**src/rtl/assert_macros.svh**
```systemverilog
// assertion macros used by the core of the polyline smoother
// no dependencies; the bodies are empty when SYNTHESIS is defined
`ifndef ASSERT_MACROS_SVH
`define ASSERT_MACROS_SVH

`ifndef SYNTHESIS
`define CPS_ASSERT_IMP(name, clk, rst_n, ante, cons) \
  name: assert property (@(posedge clk) disable iff (!rst_n) (ante) |-> (cons)) \
    else $error("cps implication check failed");
`define CPS_ASSERT_NXT(name, clk, rst_n, ante, cons) \
  name: assert property (@(posedge clk) disable iff (!rst_n) (ante) |=> (cons)) \
    else $error("cps next-cycle check failed");
`else
`define CPS_ASSERT_IMP(name, clk, rst_n, ante, cons)
`define CPS_ASSERT_NXT(name, clk, rst_n, ante, cons)
`endif

`endif

```
**src/rtl/cps_pkg.sv**
```systemverilog
`timescale 1ns / 1ps
// types, constants and the corner-cut function of the polyline smoother
// no dependencies
package cps_pkg;

  localparam int MaxPasses  = 5;
  localparam int CoordWidth = 32;
  localparam int PassCntW   = 3;
  localparam int QueueDepth = 4;
  localparam int QueuePtrW  = $clog2(QueueDepth);
  localparam int QueueCntW  = $clog2(QueueDepth + 1);

  typedef enum logic [1:0] {
    PhIdle  = 2'd0,
    PhFirst = 2'd1,
    PhLater = 2'd2
  } phase_e;

  typedef struct packed {
    logic signed [CoordWidth-1:0] point_x;
    logic signed [CoordWidth-1:0] point_y;
    logic                         is_final;
  } cps_in_t;

  typedef struct packed {
    logic signed [CoordWidth-1:0] out_x;
    logic signed [CoordWidth-1:0] out_y;
    logic                         out_final;
  } cps_out_t;

  // point in flight, with one enable bit per pass
  typedef struct packed {
    logic signed [CoordWidth-1:0] x;
    logic signed [CoordWidth-1:0] y;
    logic                         fin;
    logic [MaxPasses-1:0]         act;
  } item_t;

  typedef struct packed {
    logic idle;
    logic pend;
  } stage_stat_t;

  // floor((3*near + far) / 4); the result lies between near and far
  function automatic logic signed [CoordWidth-1:0] cut_point(
    input logic signed [CoordWidth-1:0] near_v,
    input logic signed [CoordWidth-1:0] far_v
  );
    logic signed [CoordWidth+1:0] sum;
    sum = {{2{near_v[CoordWidth-1]}}, near_v}
        + {near_v[CoordWidth-1], near_v, 1'b0}
        + {{2{far_v[CoordWidth-1]}}, far_v};
    return sum[CoordWidth+1:2];
  endfunction

endpackage

```
**src/rtl/cps_front.sv**
```systemverilog
`timescale 1ns / 1ps
// front end: pass count register, input capture and per-pass enable tagging
// depends on cps_pkg
module cps_front (
  input  logic                           clk_i,
  input  logic                           rst_ni,
  input  logic                           push_i,
  output logic                           full_o,
  input  cps_pkg::cps_in_t               in_data_i,
  input  logic                           cfg_valid_i,
  output logic                           cfg_ready_o,
  input  logic [cps_pkg::PassCntW-1:0]   cfg_data_i,
  output logic                           cfg_clear_o,
  output logic                           item_valid_o,
  input  logic                           item_ready_i,
  output cps_pkg::item_t                 item_o
);

  logic [cps_pkg::PassCntW-1:0]  pass_count_q;
  logic                          item_valid_q;
  cps_pkg::item_t                item_q, item_d;
  logic                          take;
  logic [cps_pkg::MaxPasses-1:0] act;

  assign cfg_ready_o  = 1'b1;
  assign cfg_clear_o  = cfg_valid_i;
  assign full_o       = item_valid_q && !item_ready_i;
  assign take         = push_i && !full_o;
  assign item_valid_o = item_valid_q;
  assign item_o       = item_q;

  // counts above the number of stages enable every stage
  always_comb begin
    for (int k = 0; k < cps_pkg::MaxPasses; k++) begin
      act[k] = (pass_count_q > cps_pkg::PassCntW'(k));
    end
    item_d.x   = in_data_i.point_x;
    item_d.y   = in_data_i.point_y;
    item_d.fin = in_data_i.is_final;
    item_d.act = act;
  end

  always_ff @(posedge clk_i or negedge rst_ni) begin
    if (!rst_ni) begin
      pass_count_q <= cps_pkg::PassCntW'(1);
      item_valid_q <= 1'b0;
    end else begin
      if (cfg_valid_i) begin
        pass_count_q <= cfg_data_i;
      end
      if (take) begin
        item_valid_q <= 1'b1;
      end else if (item_ready_i) begin
        item_valid_q <= 1'b0;
      end
    end
  end

  always_ff @(posedge clk_i) begin
    if (take) begin
      item_q <= item_d;
    end
  end

endmodule

```
**src/rtl/cps_queue.sv**
```systemverilog
`timescale 1ns / 1ps
// short queue that decouples the front end from the smoothing passes
// depends on cps_pkg
module cps_queue (
  input  logic           clk_i,
  input  logic           rst_ni,
  input  logic           wr_valid_i,
  output logic           wr_ready_o,
  input  cps_pkg::item_t wr_item_i,
  output logic           rd_valid_o,
  input  logic           rd_ready_i,
  output cps_pkg::item_t rd_item_o
);

  cps_pkg::item_t                 slots_q [cps_pkg::QueueDepth];
  logic [cps_pkg::QueuePtrW-1:0]  wr_ptr_q, rd_ptr_q;
  logic [cps_pkg::QueueCntW-1:0]  count_q;
  logic                           do_wr, do_rd;

  assign wr_ready_o = (count_q != cps_pkg::QueueCntW'(cps_pkg::QueueDepth));
  assign rd_valid_o = (count_q != '0);
  assign rd_item_o  = slots_q[rd_ptr_q];
  assign do_wr      = wr_valid_i && wr_ready_o;
  assign do_rd      = rd_valid_o && rd_ready_i;

  always_ff @(posedge clk_i or negedge rst_ni) begin
    if (!rst_ni) begin
      wr_ptr_q <= '0;
      rd_ptr_q <= '0;
      count_q  <= '0;
    end else begin
      if (do_wr) begin
        wr_ptr_q <= wr_ptr_q + 1'b1;
      end
      if (do_rd) begin
        rd_ptr_q <= rd_ptr_q + 1'b1;
      end
      case ({do_wr, do_rd})
        2'b10:   count_q <= count_q + 1'b1;
        2'b01:   count_q <= count_q - 1'b1;
        default: count_q <= count_q;
      endcase
    end
  end

  always_ff @(posedge clk_i) begin
    if (do_wr) begin
      slots_q[wr_ptr_q] <= wr_item_i;
    end
  end

endmodule

```
**src/rtl/cps_stage.sv**
```systemverilog
`timescale 1ns / 1ps
// one chaikin pass: keeps the previous point and emits up to two points per input
// depends on cps_pkg
module cps_stage (
  input  logic                 clk_i,
  input  logic                 rst_ni,
  input  logic                 clear_i,
  input  logic                 in_valid_i,
  output logic                 in_ready_o,
  input  cps_pkg::item_t       in_item_i,
  input  logic                 in_act_i,
  output logic                 out_valid_o,
  input  logic                 out_ready_i,
  output cps_pkg::item_t       out_item_o,
  output cps_pkg::stage_stat_t stat_o
);

  cps_pkg::phase_e                      phase_q, phase_d;
  logic signed [cps_pkg::CoordWidth-1:0] held_x_q, held_y_q;
  logic                                 out_valid_q, pend_valid_q;
  cps_pkg::item_t                       out_q, pend_q;
  cps_pkg::item_t                       r0, r1;
  logic                                 two, hold;
  logic                                 out_free, take;

  assign out_free    = !out_valid_q || out_ready_i;
  assign in_ready_o  = !pend_valid_q && out_free;
  assign take        = in_valid_i && in_ready_o;
  assign out_valid_o = out_valid_q;
  assign out_item_o  = out_q;
  assign stat_o.idle = (phase_q == cps_pkg::PhIdle);
  assign stat_o.pend = pend_valid_q;

  always_comb begin
    r0      = in_item_i;
    r1      = in_item_i;
    two     = 1'b0;
    hold    = 1'b0;
    phase_d = phase_q;
    if (in_act_i) begin
      case (phase_q)
        cps_pkg::PhIdle: begin
          if (!in_item_i.fin) begin
            hold    = 1'b1;
            phase_d = cps_pkg::PhFirst;
          end
        end
        cps_pkg::PhFirst: begin
          if (in_item_i.fin) begin
            phase_d = cps_pkg::PhIdle;
          end else begin
            r0.x    = cps_pkg::cut_point(in_item_i.x, held_x_q);
            r0.y    = cps_pkg::cut_point(in_item_i.y, held_y_q);
            r0.fin  = 1'b0;
            hold    = 1'b1;
            phase_d = cps_pkg::PhLater;
          end
        end
        default: begin
          r0.x   = cps_pkg::cut_point(held_x_q, in_item_i.x);
          r0.y   = cps_pkg::cut_point(held_y_q, in_item_i.y);
          r0.fin = 1'b0;
          two    = 1'b1;
          if (in_item_i.fin) begin
            // pinned last point follows the last cut
            phase_d = cps_pkg::PhIdle;
          end else begin
            r1.x   = cps_pkg::cut_point(in_item_i.x, held_x_q);
            r1.y   = cps_pkg::cut_point(in_item_i.y, held_y_q);
            r1.fin = 1'b0;
            hold   = 1'b1;
          end
        end
      endcase
    end
  end

  always_ff @(posedge clk_i or negedge rst_ni) begin
    if (!rst_ni) begin
      phase_q      <= cps_pkg::PhIdle;
      out_valid_q  <= 1'b0;
      pend_valid_q <= 1'b0;
    end else begin
      if (clear_i) begin
        phase_q <= cps_pkg::PhIdle;
      end else if (take) begin
        phase_q <= phase_d;
      end
      if (out_free) begin
        if (pend_valid_q) begin
          out_valid_q  <= 1'b1;
          pend_valid_q <= 1'b0;
        end else if (take) begin
          out_valid_q  <= 1'b1;
          pend_valid_q <= two;
        end else begin
          out_valid_q <= 1'b0;
        end
      end
    end
  end

  always_ff @(posedge clk_i) begin
    if (take && hold) begin
      held_x_q <= in_item_i.x;
      held_y_q <= in_item_i.y;
    end
    if (out_free) begin
      if (pend_valid_q) begin
        out_q <= pend_q;
      end else if (take) begin
        out_q  <= r0;
        pend_q <= r1;
      end
    end
  end

endmodule

```
**src/rtl/chaikin_polyline_smoother_core.sv**
```systemverilog
`timescale 1ns / 1ps
// path: a taken point reaches the result port through the front register, a
// queue slot and one output register per pass
// throughput: one result per cycle on the result port while pop is held; a
// pass that owes the second point of an input takes no new input until it is
// sent; at zero passes a point is taken every cycle while pop is held
// reset: pass count 1, every pass awaiting the first point, the queue empty
`include "assert_macros.svh"

module chaikin_polyline_smoother_core (
  input  logic                         clk_i,
  input  logic                         rst_ni,
  input  logic                         push,
  output logic                         full,
  input  cps_pkg::cps_in_t             in_data_i,
  output logic                         empty,
  input  logic                         pop,
  output cps_pkg::cps_out_t            out_data_o,
  input  logic                         cfg_valid_i,
  output logic                         cfg_ready_o,
  input  logic [cps_pkg::PassCntW-1:0] cfg_data_i
);

  logic                          cfg_clear;
  logic                          front_valid, front_ready;
  cps_pkg::item_t                front_item;
  logic                          stg_valid [cps_pkg::MaxPasses+1];
  logic                          stg_ready [cps_pkg::MaxPasses+1];
  cps_pkg::item_t                stg_item  [cps_pkg::MaxPasses+1];
  cps_pkg::stage_stat_t          stg_stat  [cps_pkg::MaxPasses];
  logic [cps_pkg::MaxPasses-1:0] stage_idle, stage_pend_take;

  cps_front u_front (
    .clk_i        (clk_i),
    .rst_ni       (rst_ni),
    .push_i       (push),
    .full_o       (full),
    .in_data_i    (in_data_i),
    .cfg_valid_i  (cfg_valid_i),
    .cfg_ready_o  (cfg_ready_o),
    .cfg_data_i   (cfg_data_i),
    .cfg_clear_o  (cfg_clear),
    .item_valid_o (front_valid),
    .item_ready_i (front_ready),
    .item_o       (front_item)
  );

  cps_queue u_queue (
    .clk_i      (clk_i),
    .rst_ni     (rst_ni),
    .wr_valid_i (front_valid),
    .wr_ready_o (front_ready),
    .wr_item_i  (front_item),
    .rd_valid_o (stg_valid[0]),
    .rd_ready_i (stg_ready[0]),
    .rd_item_o  (stg_item[0])
  );

  for (genvar k = 0; k < cps_pkg::MaxPasses; k++) begin : g_pass
    cps_stage u_stage (
      .clk_i       (clk_i),
      .rst_ni      (rst_ni),
      .clear_i     (cfg_clear),
      .in_valid_i  (stg_valid[k]),
      .in_ready_o  (stg_ready[k]),
      .in_item_i   (stg_item[k]),
      .in_act_i    (stg_item[k].act[k]),
      .out_valid_o (stg_valid[k+1]),
      .out_ready_i (stg_ready[k+1]),
      .out_item_o  (stg_item[k+1]),
      .stat_o      (stg_stat[k])
    );
    assign stage_idle[k]      = stg_stat[k].idle;
    assign stage_pend_take[k] = stg_stat[k].pend && stg_valid[k] && stg_ready[k];
  end

  assign empty                    = !stg_valid[cps_pkg::MaxPasses];
  assign stg_ready[cps_pkg::MaxPasses] = pop;
  assign out_data_o.out_x         = stg_item[cps_pkg::MaxPasses].x;
  assign out_data_o.out_y         = stg_item[cps_pkg::MaxPasses].y;
  assign out_data_o.out_final     = stg_item[cps_pkg::MaxPasses].fin;

  // a configuration write restarts every pass on a new polyline
  `CPS_ASSERT_NXT(a_cfg_restarts_passes, clk_i, rst_ni, cfg_valid_i && cfg_ready_o, &stage_idle)
  // a pass that still owes its second point never takes a new transaction
  `CPS_ASSERT_IMP(a_no_take_while_pending, clk_i, rst_ni, 1'b1, stage_pend_take == '0)
  // the front end reports full only while holding an item the queue refuses
  `CPS_ASSERT_IMP(a_full_means_blocked, clk_i, rst_ni, full, front_valid && !front_ready)

endmodule
```
**config.mk**
```make
export PLATFORM = sky130hd
export DESIGN_NAME = chaikin_polyline_smoother_core
export DESIGN_NICKNAME = d
export VERILOG_FILES = /design/src/rtl/cps_pkg.sv /design/src/rtl/cps_front.sv /design/src/rtl/cps_queue.sv /design/src/rtl/cps_stage.sv /design/src/rtl/chaikin_polyline_smoother_core.sv
export VERILOG_INCLUDE_DIRS = /design/src /design/src/rtl
export SDC_FILE = /design/constraint.sdc
export NUM_CORES = 2
export LEC_CHECK = 0
export BUFFER_PORTS_ARGS = -buffer_cell sky130_fd_sc_hd__buf_2
export CORE_ASPECT_RATIO = 2
export CORE_MARGIN = 8
export CORE_UTILIZATION = 65
export DETAILED_ROUTE_END_ITERATION = 7
export HOLD_SLACK_MARGIN = 0.02
export PLACE_DENSITY = 0.86
export SLEW_MARGIN = 10
export SYNTH_ARGS = -nofsm -noshare
export SYNTH_HDL_FRONTEND = slang
export SYNTH_HIERARCHICAL = 1
export SYNTH_SLANG_ARGS = --single-unit
```
**constraint.sdc**
```tcl
create_clock -name clk_i -period 7.4 [get_ports clk_i]
set_input_delay 0 -clock clk_i [delete_from_list [all_inputs] [get_ports clk_i]]
set_output_delay 0 -clock clk_i [all_outputs]
set_load 0.05 [all_outputs]
```
==> out/results.ini <==
[grt]
track_usage_pct=32.9
antenna_found_initial=3
grt-ovfl-total=0
grt_max_degree=77
grt_pass1_wl_mm=444
grt_pass1_vias=79800

[die]
num_rows=206
dieArea_mm2=0.171
fp.dieW_um=297
start_util_pct=65.3
core_mm2=0.157
io_pins=141
die_h_um=577

[synthesis]
synth_area_mm2=0.102
synth_nets=10600
syn_avg_cell_area_um2=11.1
syn_inst=9249
ys_warn_count=6

[clock_network]
clk_pin_slew_ns=0.07
cts_buffers=119
cts-root-buf=clkbuf_16
clkLatencyLatePin_ns=0.78
cts_tree=yes
cts.sinks=1371
cts_buffer_depth=3
h-tree-depth=3

[status]
status=finished with violations
violations=design-rule violations

[critical_path]
cp_max_fo=43
cp_num_buf_inv=1
crit_path_start_kind=register
max_stage_delay_ns=1.01
cp_cell_sequence=buf_4, mux4_2, fa_1, ha_1, a21oi_1, nand2_1, a211oi_1, a21oi_1, o21ai_1, o31ai_1, a31oi_1, xor2_1, o211ai_1, o21a_1
critPathKind=reg2reg
crit_arrival_ns=6.39
crit_slowest_cell=dfrtp_4
worstSetupEndpointType=register
crit_family=compound AO/OA/AOI/OAI gates
cp.required_ns=7.92
cpMostUsedCell=a21oi_1

[placement]
dp_hpwl_mm=203
port-buffer-count=139
place_congestion=0.989

[final_layout]
drive_above_1_share_pct=8.74
syn_to_final_growth_pct=8.09
final_nets=10700

[run]
drv_cap=0

[route]
detail_route.wl_per_cell_um=24.6
viasPerCell=6.88
via_count=79700
drc=13
drt_iter0_drc=9570
ant_nets=0
routed_wl_mm=284
first_pass_iters=8

[sta]
slew_viol_final=0
tightest_slew_ns=1.23
relSlewSlack_pct=17.7
finalSetupTns_ns=0
rsz0062_at_grt=no
hold_violations=0
final.min_clock_period_ns=5.87
clock.fmax_mhz=170
skew_ns=0.0577
post-route-period-util_pct=79.3
setup_viol=0

[min_path]
hold_path_class=in2reg

[final cells by class]
type                            instances  area [um^2]
Clock buffer                          138         3150
Antenna cell                            2         5.00
Inverter                              211          792
Tap cell                             2080         2600
Multi-Input combinational cell       7309        59300
Sequential cell                      1371        41000
Timing Repair Buffer                  374         2820
Fill cell                           11000        46300
Clock inverter                         90          971
[worst paths after layout]
kind	from	end	slack [ns]	cells after the start
worst max-delay path	u_queue/rd_ptr_q[0]	g_pass[0].u_stage/out_item_o[62]	1.53	14
worst min-delay path	push	u_front/item_o[59]	0.29	3
worst max register to register	u_queue/rd_ptr_q[0]	g_pass[0].u_stage/out_item_o[62]	1.53	14
worst min register to register	u_queue/count_q[2]	u_queue/count_q[2]	0.50	1
max in group asynchronous	rst_ni	g_pass[2].u_stage/pend_valid_q	6.40	4
min in group asynchronous	rst_ni	u_queue/rd_ptr_q[0]	0.43	4
[through the flow]
step | cell area (um^2) | std cells | utilization (%) | setup slack, ns | hold slack (ns)
floorplan | 102000 | 9249 | - | 0.780 | -0.296
global placement | 105000 | 11200 | 67.0 | 1.84 | 0.131
detailed placement | 105000 | 11200 | 67.0 | 1.63 | 0.135
CTS | 111000 | 11600 | 70.5 | 1.60 | 0.238
global route | 111000 | 11600 | 70.5 | 1.22 | 0.297
finish | 111000 | 11600 | 70.5 | 1.53 | 0.286
[placed cells by master (no fill, tap or decap), drive strengths merged, types with 142 or more instances in the layout]
cell type,instances
a21o,275
a21oi,787
buf,229
dlygate4sd3,145
edfxtp,1340
fa,641
ha,625
inv,216
mux2,145
nand2,952
nand3,142
nor2,540
o21ai,670
xnor2,318
xor2,249
[worst min-delay path: cells and delay by family]
family / cells / cell delay, ns
buf+inv: 2 / 0.67
simple gates: 1 / 0.20
[state kept, by name (all words and copies together) (netlist names)]
register and flops:
g_pass.u_stage/out_item_o 335, g_pass.u_stage/pend_q 335, u_queue/rd_ptr_q 2, g_pass.u_stage/held_x_q 160
g_pass.u_stage/phase_q 10, g_pass.u_stage/held_y_q 160, g_pass.u_stage/pend_valid_q 5, u_front/pass_count_q 3
u_front/item_o 70, u_front/item_valid_o 1, g_pass.u_stage/out_valid_o 5, u_queue/wr_ptr_q 2
u_queue/count_q 3, u_queue/slots_q 280
[metal layers]
metal / track usage [%] / vias up / routed length [um]
met5: 0 / - / 26
met4: 18.3 / 4 / 18900
met3: 6.05 / 1141 / 27700
met2: 53.8 / 4516 / 135000
met1: 41.0 / 38700 / 102000
li1: - / 35300 / -
[repair_timing]
item,CTS,global route
endpoints found under the hold margin,124,0
gates resized for setup,0,0
hold buffers,145,0
setup buffers,0,0
Power is not shown: default switching activity piles up to over one toggle a cycle in this logic, so the estimate is an artifact.
